$ cat src/rtl/core/linear_probe_hash_set_defines.svh
// Assertion macros for the hash set; each expects clk and rst_n in scope.
`ifndef LINEAR_PROBE_HASH_SET_DEFINES_SVH
`define LINEAR_PROBE_HASH_SET_DEFINES_SVH

`ifndef SYNTH
`define LPH_ASSERT_SAME(lbl, ante, cons) \
    lbl: assert property (@(posedge clk) disable iff (!rst_n) (ante) |-> (cons)) \
        else $error("hash set check failed");
`define LPH_ASSERT_NEXT(lbl, ante, cons) \
    lbl: assert property (@(posedge clk) disable iff (!rst_n) (ante) |=> (cons)) \
        else $error("hash set check failed");
`else
`define LPH_ASSERT_SAME(lbl, ante, cons)
`define LPH_ASSERT_NEXT(lbl, ante, cons)
`endif

`endif

$ cat src/rtl/core/lph_pkg.sv
`default_nettype none

package lph_pkg;

    localparam int KEY_W    = 31;
    localparam int SIZE_W   = 7;
    localparam int SLOT_W   = 6;
    localparam int MARK_W   = 2;
    localparam int BIT_W    = 5;
    localparam int QUEUE_DEPTH = 2;

    localparam logic [SIZE_W-1:0] SIZE_RESET = 7'd64;

    localparam logic [MARK_W-1:0] MARK_EMPTY   = 2'd0;
    localparam logic [MARK_W-1:0] MARK_USED    = 2'd1;
    localparam logic [MARK_W-1:0] MARK_DELETED = 2'd2;

    typedef enum logic [1:0] {
        KIND_INSERT = 2'd0,
        KIND_SEARCH = 2'd1,
        KIND_REMOVE = 2'd2,
        KIND_UPDATE = 2'd3
    } kind_t;

    typedef enum logic [1:0] {
        ST_DONE   = 2'd0,
        ST_FULL   = 2'd1,
        ST_FOUND  = 2'd2,
        ST_ABSENT = 2'd3
    } status_t;

    typedef struct packed {
        kind_t             kind;
        logic [KEY_W-1:0]  key;
        logic [KEY_W-1:0]  new_key;
    } req_t;

    typedef struct packed {
        status_t           status;
        logic [SLOT_W-1:0] slot;
    } rsp_t;

    // Classified request handed from the front to the probe engine.
    typedef struct packed {
        kind_t             kind;
        logic [KEY_W-1:0]  key;
        logic [KEY_W-1:0]  new_key;
        logic [SIZE_W-1:0] home;
        logic [SIZE_W-1:0] new_home;
        logic [SIZE_W-1:0] size;
    } job_t;

    typedef struct packed {
        logic [MARK_W-1:0] mark;
        logic [KEY_W-1:0]  key;
    } entry_t;

endpackage

`default_nettype wire

$ cat src/rtl/core/lph_ram.sv
`default_nettype none

module lph_ram #(
    parameter int WIDTH = 8,
    parameter int DEPTH = 16,
    localparam int AW = (DEPTH > 1) ? $clog2(DEPTH) : 1
) (
    input  logic             clk,
    input  logic             we,
    input  logic [AW-1:0]    waddr,
    input  logic [WIDTH-1:0] wdata,
    input  logic [AW-1:0]    raddr,
    output logic [WIDTH-1:0] rdata
);

    logic [WIDTH-1:0] mem [DEPTH];

    always_ff @(posedge clk)
    begin
        if (we)
        begin
            mem[waddr] <= wdata;
        end
        rdata <= mem[raddr];
    end

endmodule

`default_nettype wire

$ cat src/rtl/core/lph_queue.sv
`default_nettype none

module lph_queue (
    input  logic          clk,
    input  logic          rst_n,
    input  logic          push,
    input  lph_pkg::job_t push_data,
    input  logic          pop,
    output logic          full,
    output logic          empty,
    output lph_pkg::job_t head
);

    localparam int PTR_W = $clog2(lph_pkg::QUEUE_DEPTH);
    localparam int CNT_W = $clog2(lph_pkg::QUEUE_DEPTH + 1);

    lph_pkg::job_t      entry_reg [lph_pkg::QUEUE_DEPTH];
    logic [PTR_W-1:0]   wr_ptr_reg;
    logic [PTR_W-1:0]   rd_ptr_reg;
    logic [CNT_W-1:0]   count_reg;

    assign full  = (count_reg == CNT_W'(lph_pkg::QUEUE_DEPTH));
    assign empty = (count_reg == '0);
    assign head  = entry_reg[rd_ptr_reg];

    always_ff @(posedge clk)
    begin
        if (push)
        begin
            entry_reg[wr_ptr_reg] <= push_data;
        end
    end

    always_ff @(posedge clk or negedge rst_n)
    begin
        if (!rst_n)
        begin
            wr_ptr_reg <= '0;
            rd_ptr_reg <= '0;
            count_reg  <= '0;
        end
        else
        begin
            if (push)
            begin
                wr_ptr_reg <= wr_ptr_reg + 1'b1;
            end
            if (pop)
            begin
                rd_ptr_reg <= rd_ptr_reg + 1'b1;
            end
            case ({push, pop})
                2'b10:   count_reg <= count_reg + 1'b1;
                2'b01:   count_reg <= count_reg - 1'b1;
                default: count_reg <= count_reg;
            endcase
        end
    end

endmodule

`default_nettype wire

$ cat src/rtl/core/lph_front.sv
`default_nettype none

module lph_front #(
    parameter int MAX_SLOTS = 64
) (
    input  logic                         clk,
    input  logic                         rst_n,
    input  logic                         start,
    input  logic                         hold,
    input  lph_pkg::req_t                req,
    input  logic [lph_pkg::SIZE_W-1:0]   table_size,
    output logic                         busy,
    output logic                         push,
    output lph_pkg::job_t                job,
    input  logic                         full
);

    localparam int SW = lph_pkg::SIZE_W;

    typedef enum logic [1:0] {
        F_IDLE,
        F_DIV,
        F_PUSH
    } state_t;

    state_t                         state_reg;
    lph_pkg::kind_t                 kind_reg;
    logic [lph_pkg::KEY_W-1:0]      key_reg;
    logic [lph_pkg::KEY_W-1:0]      new_key_reg;
    logic [SW-1:0]                  size_reg;
    logic [SW-1:0]                  rem_a_reg;
    logic [SW-1:0]                  rem_b_reg;
    logic [lph_pkg::BIT_W-1:0]      bit_reg;
    logic [SW-1:0]                  size_eff;

    // One restoring step: shift in the next dividend bit, subtract when it fits.
    function automatic logic [SW-1:0] mod_step(
        input logic [SW-1:0] rem,
        input logic          din,
        input logic [SW-1:0] div
    );
        logic [SW:0] t;
        t = {rem, din};
        if (t >= {1'b0, div})
        begin
            t = t - {1'b0, div};
        end
        return t[SW-1:0];
    endfunction

    always_comb
    begin
        size_eff = table_size;
        if (table_size == '0)
        begin
            size_eff = SW'(1);
        end
        else if (int'(table_size) > MAX_SLOTS)
        begin
            size_eff = SW'(MAX_SLOTS);
        end
    end

    assign busy = (state_reg != F_IDLE) || hold;
    assign push = (state_reg == F_PUSH) && !full;

    always_comb
    begin
        job.kind     = kind_reg;
        job.key      = key_reg;
        job.new_key  = new_key_reg;
        job.home     = rem_a_reg;
        job.new_home = rem_b_reg;
        job.size     = size_reg;
    end

    always_ff @(posedge clk or negedge rst_n)
    begin
        if (!rst_n)
        begin
            state_reg   <= F_IDLE;
            kind_reg    <= lph_pkg::KIND_INSERT;
            key_reg     <= '0;
            new_key_reg <= '0;
            size_reg    <= '0;
            rem_a_reg   <= '0;
            rem_b_reg   <= '0;
            bit_reg     <= '0;
        end
        else
        begin
            case (state_reg)
                F_IDLE:
                begin
                    if (start && !hold)
                    begin
                        kind_reg    <= req.kind;
                        key_reg     <= req.key;
                        new_key_reg <= req.new_key;
                        size_reg    <= size_eff;
                        rem_a_reg   <= '0;
                        rem_b_reg   <= '0;
                        bit_reg     <= lph_pkg::BIT_W'(lph_pkg::KEY_W - 1);
                        state_reg   <= F_DIV;
                    end
                end
                F_DIV:
                begin
                    // both home slots at once, most significant key bit first
                    rem_a_reg <= mod_step(rem_a_reg, key_reg[bit_reg], size_reg);
                    rem_b_reg <= mod_step(rem_b_reg, new_key_reg[bit_reg], size_reg);
                    if (bit_reg == '0)
                    begin
                        state_reg <= F_PUSH;
                    end
                    else
                    begin
                        bit_reg <= bit_reg - 1'b1;
                    end
                end
                F_PUSH:
                begin
                    if (!full)
                    begin
                        state_reg <= F_IDLE;
                    end
                end
                default:
                begin
                    state_reg <= F_IDLE;
                end
            endcase
        end
    end

endmodule

`default_nettype wire

$ cat src/rtl/core/lph_back.sv
`default_nettype none

module lph_back #(
    parameter int MAX_SLOTS = 64
) (
    input  logic          clk,
    input  logic          rst_n,
    input  lph_pkg::job_t job,
    input  logic          empty,
    output logic          pop,
    output logic          clearing,
    output logic          done,
    output lph_pkg::rsp_t rsp
);

    localparam int SW   = lph_pkg::SIZE_W;
    localparam int IW   = (MAX_SLOTS > 1) ? $clog2(MAX_SLOTS) : 1;
    localparam int CMPW = (IW > SW) ? IW : SW;

    typedef enum logic [1:0] {
        B_CLEAR,
        B_IDLE,
        B_ISSUE,
        B_PROBE
    } state_t;

    state_t                     state_reg;
    lph_pkg::kind_t             kind_reg;
    logic [lph_pkg::KEY_W-1:0]  key_reg;
    logic [lph_pkg::KEY_W-1:0]  new_key_reg;
    logic [IW-1:0]              new_home_reg;
    logic [SW-1:0]              size_m1_reg;
    logic                       insert_reg;
    logic [IW-1:0]              p_reg;
    logic [IW-1:0]              at_reg;
    logic [SW-1:0]              cnt_reg;
    logic [IW-1:0]              clr_reg;
    logic                       done_reg;
    lph_pkg::rsp_t              rsp_reg;

    logic                       we;
    logic [IW-1:0]              waddr;
    lph_pkg::entry_t            wentry;
    logic [$bits(lph_pkg::entry_t)-1:0] rdata;
    lph_pkg::entry_t            rentry;
    logic [IW-1:0]              p_next;
    logic                       last;
    logic                       free_hit;
    logic                       key_hit;
    logic                       empty_hit;

    lph_ram #(
        .WIDTH ($bits(lph_pkg::entry_t)),
        .DEPTH (MAX_SLOTS)
    ) u_slots (
        .clk   (clk),
        .we    (we),
        .waddr (waddr),
        .wdata (wentry),
        .raddr (p_reg),
        .rdata (rdata)
    );

    assign rentry    = rdata;
    assign p_next    = (CMPW'(p_reg) == CMPW'(size_m1_reg)) ? '0 : p_reg + 1'b1;
    assign last      = (cnt_reg == size_m1_reg);
    assign free_hit  = (rentry.mark != lph_pkg::MARK_USED);
    assign empty_hit = (rentry.mark == lph_pkg::MARK_EMPTY);
    assign key_hit   = (rentry.mark == lph_pkg::MARK_USED) && (rentry.key == key_reg);

    assign pop      = (state_reg == B_IDLE) && !empty;
    assign clearing = (state_reg == B_CLEAR);
    assign done     = done_reg;
    assign rsp      = rsp_reg;

    always_comb
    begin
        we          = 1'b0;
        waddr       = at_reg;
        wentry.mark = lph_pkg::MARK_USED;
        wentry.key  = key_reg;
        case (state_reg)
            B_CLEAR:
            begin
                we          = 1'b1;
                waddr       = clr_reg;
                wentry.mark = lph_pkg::MARK_EMPTY;
                wentry.key  = '0;
            end
            B_PROBE:
            begin
                if (insert_reg)
                begin
                    we = free_hit;
                end
                else if (!empty_hit && key_hit &&
                         (kind_reg == lph_pkg::KIND_REMOVE ||
                          kind_reg == lph_pkg::KIND_UPDATE))
                begin
                    we          = 1'b1;
                    wentry.mark = lph_pkg::MARK_DELETED;
                end
            end
            default:
            begin
                we = 1'b0;
            end
        endcase
    end

    always_ff @(posedge clk or negedge rst_n)
    begin
        if (!rst_n)
        begin
            state_reg    <= B_CLEAR;
            kind_reg     <= lph_pkg::KIND_INSERT;
            key_reg      <= '0;
            new_key_reg  <= '0;
            new_home_reg <= '0;
            size_m1_reg  <= '0;
            insert_reg   <= 1'b0;
            p_reg        <= '0;
            at_reg       <= '0;
            cnt_reg      <= '0;
            clr_reg      <= '0;
            done_reg     <= 1'b0;
            rsp_reg      <= '0;
        end
        else
        begin
            done_reg <= 1'b0;
            case (state_reg)
                B_CLEAR:
                begin
                    if (clr_reg == IW'(MAX_SLOTS - 1))
                    begin
                        state_reg <= B_IDLE;
                    end
                    else
                    begin
                        clr_reg <= clr_reg + 1'b1;
                    end
                end
                B_IDLE:
                begin
                    if (!empty)
                    begin
                        kind_reg     <= job.kind;
                        key_reg      <= job.key;
                        new_key_reg  <= job.new_key;
                        new_home_reg <= IW'(job.new_home);
                        size_m1_reg  <= job.size - 1'b1;
                        p_reg        <= IW'(job.home);
                        cnt_reg      <= '0;
                        insert_reg   <= (job.kind == lph_pkg::KIND_INSERT);
                        state_reg    <= B_ISSUE;
                    end
                end
                B_ISSUE:
                begin
                    at_reg    <= p_reg;
                    p_reg     <= p_next;
                    state_reg <= B_PROBE;
                end
                B_PROBE:
                begin
                    // keep one read in flight; drop it when the walk stops
                    at_reg <= p_reg;
                    p_reg  <= p_next;
                    cnt_reg <= cnt_reg + 1'b1;
                    if (insert_reg)
                    begin
                        if (free_hit)
                        begin
                            done_reg       <= 1'b1;
                            rsp_reg.status <= lph_pkg::ST_DONE;
                            rsp_reg.slot   <= lph_pkg::SLOT_W'(at_reg);
                            state_reg      <= B_IDLE;
                        end
                        else if (last)
                        begin
                            done_reg       <= 1'b1;
                            rsp_reg.status <= lph_pkg::ST_FULL;
                            rsp_reg.slot   <= '0;
                            state_reg      <= B_IDLE;
                        end
                    end
                    else if (empty_hit)
                    begin
                        done_reg       <= 1'b1;
                        rsp_reg.status <= lph_pkg::ST_ABSENT;
                        rsp_reg.slot   <= '0;
                        state_reg      <= B_IDLE;
                    end
                    else if (key_hit)
                    begin
                        case (kind_reg)
                            lph_pkg::KIND_SEARCH:
                            begin
                                done_reg       <= 1'b1;
                                rsp_reg.status <= lph_pkg::ST_FOUND;
                                rsp_reg.slot   <= lph_pkg::SLOT_W'(at_reg);
                                state_reg      <= B_IDLE;
                            end
                            lph_pkg::KIND_UPDATE:
                            begin
                                // old key marked deleted this cycle; walk again for the new key
                                insert_reg <= 1'b1;
                                key_reg    <= new_key_reg;
                                p_reg      <= new_home_reg;
                                cnt_reg    <= '0;
                                state_reg  <= B_ISSUE;
                            end
                            default:
                            begin
                                done_reg       <= 1'b1;
                                rsp_reg.status <= lph_pkg::ST_DONE;
                                rsp_reg.slot   <= lph_pkg::SLOT_W'(at_reg);
                                state_reg      <= B_IDLE;
                            end
                        endcase
                    end
                    else if (last)
                    begin
                        done_reg       <= 1'b1;
                        rsp_reg.status <= lph_pkg::ST_ABSENT;
                        rsp_reg.slot   <= '0;
                        state_reg      <= B_IDLE;
                    end
                end
                default:
                begin
                    state_reg <= B_IDLE;
                end
            endcase
        end
    end

endmodule

`default_nettype wire

$ cat src/rtl/core/linear_probe_hash_set.sv
`default_nettype none

`include "linear_probe_hash_set_defines.svh"

// Linear-probing hash set with MAX_SLOTS key slots. A request is taken when
// start is high and busy is low; each request gives exactly one result beat,
// shown on rsp for one cycle with done high, and the receiver cannot stall it.
// After reset the slot memory is swept to empty, one slot per cycle, and busy
// stays high until the sweep is over. The front computes the home slots (key
// and new key together) one key bit per cycle, then hands the job off; the
// probe engine then walks the slots from the home slot, fed by the slot
// memory's registered read, and an update that finds its key adds a second
// walk for the new key. Front and probe engine overlap across requests through
// a two-entry queue, so sustained rate is set by the slower of the two.
// table_size is to be written only while idle by the user; the block itself
// does not enforce it. 0 acts as 1, values above MAX_SLOTS act as MAX_SLOTS.
module linear_probe_hash_set #(
    parameter int MAX_SLOTS = 64
) (
    input  logic                       clk,
    input  logic                       rst_n,
    input  logic                       start,
    output logic                       busy,
    input  lph_pkg::req_t              req,
    output logic                       done,
    output lph_pkg::rsp_t              rsp,
    input  logic                       cfg_we,
    input  logic [lph_pkg::SIZE_W-1:0] cfg_wdata
);

    logic [lph_pkg::SIZE_W-1:0] table_size_reg;
    logic                       q_push;
    logic                       q_pop;
    logic                       q_full;
    logic                       q_empty;
    lph_pkg::job_t              q_in;
    lph_pkg::job_t              q_head;
    logic                       clearing;

    always_ff @(posedge clk or negedge rst_n)
    begin
        if (!rst_n)
        begin
            table_size_reg <= lph_pkg::SIZE_RESET;
        end
        else if (cfg_we)
        begin
            table_size_reg <= cfg_wdata;
        end
    end

    lph_front #(
        .MAX_SLOTS (MAX_SLOTS)
    ) u_front (
        .clk        (clk),
        .rst_n      (rst_n),
        .start      (start),
        .hold       (clearing),
        .req        (req),
        .table_size (table_size_reg),
        .busy       (busy),
        .push       (q_push),
        .job        (q_in),
        .full       (q_full)
    );

    lph_queue u_queue (
        .clk       (clk),
        .rst_n     (rst_n),
        .push      (q_push),
        .push_data (q_in),
        .pop       (q_pop),
        .full      (q_full),
        .empty     (q_empty),
        .head      (q_head)
    );

    lph_back #(
        .MAX_SLOTS (MAX_SLOTS)
    ) u_back (
        .clk      (clk),
        .rst_n    (rst_n),
        .job      (q_head),
        .empty    (q_empty),
        .pop      (q_pop),
        .clearing (clearing),
        .done     (done),
        .rsp      (rsp)
    );

    // a miss or a full table never reports a slot
    `LPH_ASSERT_SAME(a_slot_zero_on_miss,
        done && (rsp.status == lph_pkg::ST_FULL || rsp.status == lph_pkg::ST_ABSENT),
        rsp.slot == '0)
    // the walk always passes through idle and issue, so results never land back to back
    `LPH_ASSERT_NEXT(a_done_spaced, done, !done)
    `LPH_ASSERT_NEXT(a_busy_after_accept, start && !busy, busy)
    `LPH_ASSERT_SAME(a_no_pop_while_clearing, clearing, !q_pop)

endmodule

`default_nettype wire
$ cat config.mk
export PLATFORM = sky130hd
export DESIGN_NAME = linear_probe_hash_set
export DESIGN_NICKNAME = d
export VERILOG_FILES = /design/src/rtl/core/lph_pkg.sv /design/src/rtl/core/lph_ram.sv /design/src/rtl/core/lph_queue.sv /design/src/rtl/core/lph_front.sv /design/src/rtl/core/lph_back.sv /design/src/rtl/core/linear_probe_hash_set.sv
export VERILOG_INCLUDE_DIRS = /design/src /design/src/rtl/core
export SDC_FILE = /design/constraint.sdc
export NUM_CORES = 2
export LEC_CHECK = 0
export BUFFER_PORTS_ARGS = -buffer_cell sky130_fd_sc_hd__buf_4
export CAP_MARGIN = 5
export CORE_MARGIN = 1
export CORE_UTILIZATION = 35
export CTS_CLUSTER_SIZE = 10
export DETAILED_ROUTE_END_ITERATION = 7
export SYNTH_ARGS = -nofsm -noshare
export SYNTH_HDL_FRONTEND = slang
export SYNTH_SLANG_ARGS = --single-unit
$ cat constraint.sdc
create_clock -name clk -period 7.77 [get_ports clk]
set_input_delay 1.554 -clock clk [delete_from_list [all_inputs] [get_ports clk]]
set_output_delay 1.554 -clock clk [all_outputs]
set_load 0.02 [all_outputs]
# Word-level counts from Yosys, hierarchy flattened
# Memories as Yosys holds them, arrays and structs flattened. A register that Yosys moved wholly into a read port is not among the register bits.
# Index checks and enable logic that the tools add are counted.
totals:
  input_bits: 75
  ramBits: 2282
  memories: 2
  out_inout_bits: 10
  regBits: 217
memory_table:
  columns: ["memory", "depth", "word_bits", "rd", "rd_ports_with_merged_regs", "wr", "line", "rtl"]
  rows:
  - ["u_back.u_slots.mem", 64, 33, 1, 1, 1, "lph_ram.sv:16", "logic [WIDTH-1:0] mem [DEPTH];"]
  - ["u_queue.entry_reg", 2, 85, 1, 0, 1, "lph_queue.sv:17", "lph_pkg::job_t entry_reg [lph_pkg::QUEUE_DEPTH];"]
op_classes:
  n_addsub: 11
  n_bitwise: 2
  muxes: 79
  magnitude_cmp: 4
  n_eq_ne: 29
  n_reduce_logical: 37
op_table:
  columns: ["cell", "n"]
  rows:
  - ["31-bit 2-to-1 mux", 6]
  - ["7-bit 2-to-1 mux", 10]
  - ["31-bit one-hot mux with 2 select lines", 1]
  - ["8-bit 2-to-1 mux", 6]
  - ["6-bit 2-to-1 mux", 7]
  - ["7-bit one-hot mux with 2 select lines", 3]
  - ["31-bit equality test", 1]
  - ["2-bit 2-to-1 mux", 13]
  - ["1-bit 2-to-1 mux", 20]
  - ["6-bit one-hot mux with 3 select lines", 1]
  - ["8-bit by 7-bit >= comparator with 1-bit output", 2]
  - ["8-bit one-hot mux with 2 select lines", 1]
  - ["2-bit equality test, second input constant", 7]
  - ["2-bit AND reduction", 7]
  - ["7-bit subtractor", 2]
  - ["6-bit by 1-bit adder with 6-bit output, second input constant", 2]
  - ["2-bit by 1-bit inequality test with 1-bit output, second input constant", 6]
  - ["1-bit binary-select mux with 5-bit select", 2]
  - ["2-bit by 1-bit equality test with 1-bit output, second input constant", 5]
  - ["2-bit logical NOT", 5]
  - ["5-bit 2-to-1 mux", 2]
  - ["2-bit inequality test, second input constant", 5]
  - ["5-bit one-hot mux with 2 select lines", 1]
  - ["2-bit one-hot mux with 2 select lines", 2]
  - ["other kinds (29)", 45]

# Longest topological paths before layout
logic_depth:
  ltp_word: 9
  ltp_mapped: 16
  mapped_depth_nobuf: 14

# Cells and area by module
# From an unflattened synthesis, not the netlist that was laid out.
hier_totals:
  cells_unflattened: 4981
  area_unflattened_um2: 98968.7
by_module_without_submodules:
  columns: ["mod", "area_each_um2", "instances", "cells_per_inst"]
  rows:
  - ["lph_ram", 81076.5, 1, 3495]
  - ["lph_queue", 6522.5, 1, 281]
  - ["lph_back", 6224.7, 1, 667]
  - ["lph_front", 4852.2, 1, 523]
  - ["linear_probe_hash_set", 292.8, 1, 15]

# Least setup slack after synthesis
# No wires, ideal clock.
synth_timing:
  path_kind: "register to register"
  from: "register u_back.key_reg[18] (netlist bit)"
  to: "memory u_back.u_slots.mem[0][32] (netlist bit) (data pin)"
  synth_period_minus_slack_ps: 5878
  t_arrival_ps: 5013
  path_buffers: 0
  path_slack_ps: 1892
  path_stages_with_launch: 6
  path_cell_list: "dfrtp_1 > xor2_1 > or4_1 > nor4_1 > nand4b_1 > nor4_1"
synth_between:
  elab_chain_cells: 7
synth_rtl:
  columns: ["element", "line", "rtl"]
  rows:
  - ["from (decl)", "lph_back.sv:29", "logic [lph_pkg::KEY_W-1:0] key_reg;"]
  - ["from (signal assigned)", "lph_back.sv:149", "key_reg <= job.key;"]
  - ["from (signal assigned)", "lph_back.sv:209", "key_reg <= new_key_reg;"]
  - ["31-bit equality test", "lph_back.sv:69", "assign key_hit = (rentry.mark == lph_pkg::MARK_USED) && (rentry.key == key_reg);"]
  - ["1-bit logical AND", "lph_back.sv:69", null]
  - ["1-bit logical AND (2 in series)", "lph_back.sv:96", "else if (!empty_hit && key_hit &&"]
  - ["2-bit 2-to-1 mux", "lph_back.sv:96", null]
  - ["2-bit 2-to-1 mux", "lph_back.sv:92", "if (insert_reg)"]
  - ["2-bit one-hot mux with 2 select lines", "lph_back.sv:82", "case (state_reg)"]
  - ["named net u_back.u_slots.wdata[32]", "lph_ram.sv:11", "input logic [WIDTH-1:0] wdata,"]
  - ["to (decl)", "lph_ram.sv:16", null]
# The timed path passes the listed nets, and every way through them passes these cells.

# Worst setup path after layout
layout_timing:
  from: "register u_front.bit_reg[0] (netlist bit)"
  to: "register u_front.rem_b_reg[0]"
layout_between:
  elab_chain_cells: 5
  word_cells_on_any_way: 6
layout_rtl:
  columns: ["element", "line", "rtl"]
  rows:
  - ["from (decl)", "lph_front.sv:33", "logic [lph_pkg::BIT_W-1:0] bit_reg;"]
  - ["from (signal assigned)", "lph_front.sv:103", "bit_reg <= lph_pkg::BIT_W'(lph_pkg::KEY_W - 1);"]
  - ["from (signal assigned)", "lph_front.sv:118", "bit_reg <= bit_reg - 1'b1;"]
  - ["1-bit binary-select mux with 5-bit select (*)", "lph_front.sv:111", "rem_b_reg <= mod_step(rem_b_reg, new_key_reg[bit_reg], size_reg);"]
  - ["1-bit 2-to-1 mux (not written as such) (*)", "lph_front.sv:111", null]
  - ["7-bit subtractor or 8-bit by 7-bit >= comparator with 1-bit output (tied branches)", "lph_front.sv:46, lph_front.sv:44", null]
  - ["7-bit 2-to-1 mux (*)", "lph_front.sv:44", "if (t >= {1'b0, div})"]
  - ["7-bit one-hot mux with 2 select lines (*)", "lph_front.sv:92", "case (state_reg)"]
  - ["to (signal assigned)", "lph_front.sv:111", null]
  - ["to (decl)", "lph_front.sv:32", "logic [SW-1:0] rem_b_reg;"]
# Every way passes the cells marked *; elsewhere a longest branch is shown, timed or not. The select of a mux whose other input is x is not followed.
# A chain may end at the register's enable or synchronous reset.

==> impl_metrics.env <==
export IMPL_status="finished, final reports clean"
export IMPL_dp_cells=9025
export IMPL_cts_sinks=2528
export IMPL_critical_path_top_delay_family="multiplexers"
export IMPL_min_period_ps=4740
export IMPL_fin_nets=5712
export IMPL_root_buffer="clkbuf_16"
export IMPL_cts_buffer_depth=4
export IMPL_ctsHoldBuffers=0
export IMPL_ant_nets=0
export IMPL_cp_num_buf_inv=0
export IMPL_largest_register_ffs=2112
export IMPL_setup_viol=0
export IMPL_rsz0062_at_grt="no"
export IMPL_peakVddDrop_mv=0.2288
export IMPL_setup_tns_ps=0
export IMPL_yosysTopAreaCell="edfxtp_1"
export IMPL_fmaxAchievable_mhz=211.0
export IMPL_cts_max_level=5
export IMPL_antenna_found_initial=35
export IMPL_drv_slew=0
export IMPL_layout_cells_most_common="edfxtp_1"
export IMPL_wl_per_cell_um=28.58
export IMPL_power_density_nw_per_um2=237.9
export IMPL_synth_area_leaders="edfxtp_1 (69%), mux4_2 (8.9%), dfrtp_1 (5.5%), mux2i_1 (4.2%), nand2_1 (1.6%)"
export IMPL_grt_use_total=0.1871
export IMPL_yosys_warnings=0
export IMPL_grt_pass1_vias=52300
export IMPL_syn_cell_area_um2=98850
export IMPL_cts_buffers=306
export IMPL_drive_gt1_frac=0.2110
export IMPL_die_width_um=533.4
export IMPL_dieArea_um2=284500
export IMPL_n_fill_cell=24740
export IMPL_end_kind="register"
export IMPL_port_buffers=84
export IMPL_seq_area_frac_synth=0.7537
export IMPL_drc=0
export IMPL_syn_inst=5363
export IMPL_ys_seq_elements=2528
export IMPL_synth_net_count=5465
export IMPL_cpPeakStageDelay_ps=1110
export IMPL_slew_headroom=0.2178
export IMPL_cp_start_kind="register"
export IMPL_synth_ff_type="edfxtp_1"
export IMPL_cts_tree="built"
export IMPL_post_cts_resized=0
export IMPL_leakagePower_nw=29.74
export IMPL_synth_enable_flop_cells=2278
export IMPL_firstDrtPassIters=8
export IMPL_area_growth_pct=14.61
export IMPL_grt_pass1_wl_um=385000
export IMPL_synth_top_area_share=0.6920
export IMPL_avgViaCountPerCell=5.513
export IMPL_final_hold_violation_count=0
export IMPL_clock_latency_ps=950
export IMPL_synthArstFlopShare=0.08584
export IMPL_synth_cell_types=58
export IMPL_final_cells=9454
export IMPL_crit_fanout=21
export IMPL_drt_wl_total_um=270200
export IMPL_post_cts_buffers=0
export IMPL_path_class="reg -> reg"
export IMPL_syn_area_per_cell_um2=18.43
export IMPL_cap_violations=0
export IMPL_slowest_stage="dfrtp_1"
export IMPL_worstPathCellList="mux4_2, mux4_2, mux2i_1, ha_1, fa_1, nor2b_1, o21a_1, o21ai_0, a21oi_1, or2_2, mux2_2, o21ai_0"
export IMPL_dp_hpwl_um=157900
export IMPL_tightest_slew_ps=1173
export IMPL_final_period_utilization=0.6101
export IMPL_grt_overflow=0
export IMPL_cp_required_ps=8540
export IMPL_grt_max_degree=127
export IMPL_drt_iter0_markers=6195
export IMPL_most_common_layout_cells="edfxtp_1 (2,278), mux2i_1 (417), nand2_1 (416)"
export IMPL_pin_count=85
export IMPL_vias=52120
export IMPL_gp_congestion=0.8534
export IMPL_start_util=0.3529
export IMPL_worstPathArrival_ps=5510
export IMPL_core_area_um2=280100
export IMPL_path_clk_slew_ps=60
export IMPL_rows=194
export IMPL_die_y_um=533.4
export IMPL_hold_path_class="reg -> reg"
export IMPL_skew_ps=98.81
-- metal layers --
| metal | global-route usage | vias up | routed length [um] |
|---|---|---|---|
| met5 | 0 | - | 11 |
| li1 | - | 21880 | - |
| met3 | 0.03180 | 399 | 21100 |
| met2 | 0.3012 | 2307 | 129100 |
| met1 | 0.2553 | 27540 | 110500 |
| met4 | 0.06770 | 2 | 9449 |
-- report_power, final --
group	internal [mW]	switching [mW]
clock	7.17	5.09
combinational	0.0292	0.0319
sequential	14.6	0.00336
-- kinds of logic after synthesis --
logic type | share of synthesized area
AO/OA/AOI/OAI | 0.04501
XOR/XNOR | 0.006380
adder cells (fa/ha/maj) | 0.003570
buffers and inverters | 0.01405
flip-flops | 0.7537
multiplexers | 0.1454
AND/OR/NAND/NOR | 0.03187
-- final cells by class --
| class | instances | area (um^2) | area share |
|---|---|---|---|
| Tap cell | 3724 | 4659 | 0.04113 |
| Clock inverter | 14 | 113.9 | 0.001005 |
| Timing Repair Buffer | 235 | 1972 | 0.01741 |
| Inverter | 29 | 108.9 | 0.0009609 |
| Clock buffer | 377 | 8051 | 0.07107 |
| Sequential cell | 2528 | 74520 | 0.6578 |
| Multi-Input combinational cell | 2510 | 23770 | 0.2098 |
| Antenna cell | 37 | 92.59 | 0.0008173 |
-- cell usage after synthesis (25+ instances only) --
cell	instances
edfxtp_1	2278
nand2_1	418
mux2i_1	417
mux4_2	390
a21oi_1	263
o21ai_0	219
dfrtp_1	216
clkbuf_1	175
nor2_1	140
mux2_2	126
o22ai_1	113
o221ai_1	103
buf_2	69
nor2b_1	46
xnor2_1	42
dfxtp_1	33
buf_1	32
xor2_1	30
inv_1	28
ha_1	25
nand3_1	25
-- worst reg2reg max path, delay by kind of cell (launching register included) --
| kind | cells | cell delay, ps |
|---|---|---|
| AO/OA/AOI/OAI | 4 | 690 |
| flip-flops | 1 | 1110 |
| multiplexers | 4 | 1900 |
| AND/OR/NAND/NOR | 2 | 440 |
| adder cells (fa/ha/maj) | 2 | 500 |
-- worst paths after layout --
kind,from,to,slack [ps],cells after the start
max,u_front.bit_reg[0],u_front.rem_b_reg[0],3030,12
min,u_back.new_key_reg[27],u_back.new_key_reg[27],480,2
max reg2reg,u_front.bit_reg[0],u_front.rem_b_reg[0],3030,12
min reg2reg,u_back.new_key_reg[27],u_back.new_key_reg[27],480,2
max in group asynchronous,rst_n,u_back.p_reg[3],5790,2
min in group asynchronous,rst_n,u_front.new_key_reg[12],660,1
-- per-stage QoR --
stage | total power, mW | setup WS (ps) | area [um^2] | hold WS, ps | utilization
4_1_cts | 27.15 | 3040 | 113200 | 483.2 | 0.4040
2_1_floorplan | 14.90 | 1892 | 98850 | 441.9 | -
3_5_place_dp | 14.96 | 3111 | 105000 | 470.8 | 0.3749
6_report | 26.95 | 3030 | 113300 | 481.2 | 0.4044
5_1_grt | 27.64 | 2738 | 113300 | 500.3 | 0.4044
3_3_place_gp | 14.96 | 2962 | 104900 | 462.6 | 0.3747
Note: power is estimated with default switching activity, not from simulation.
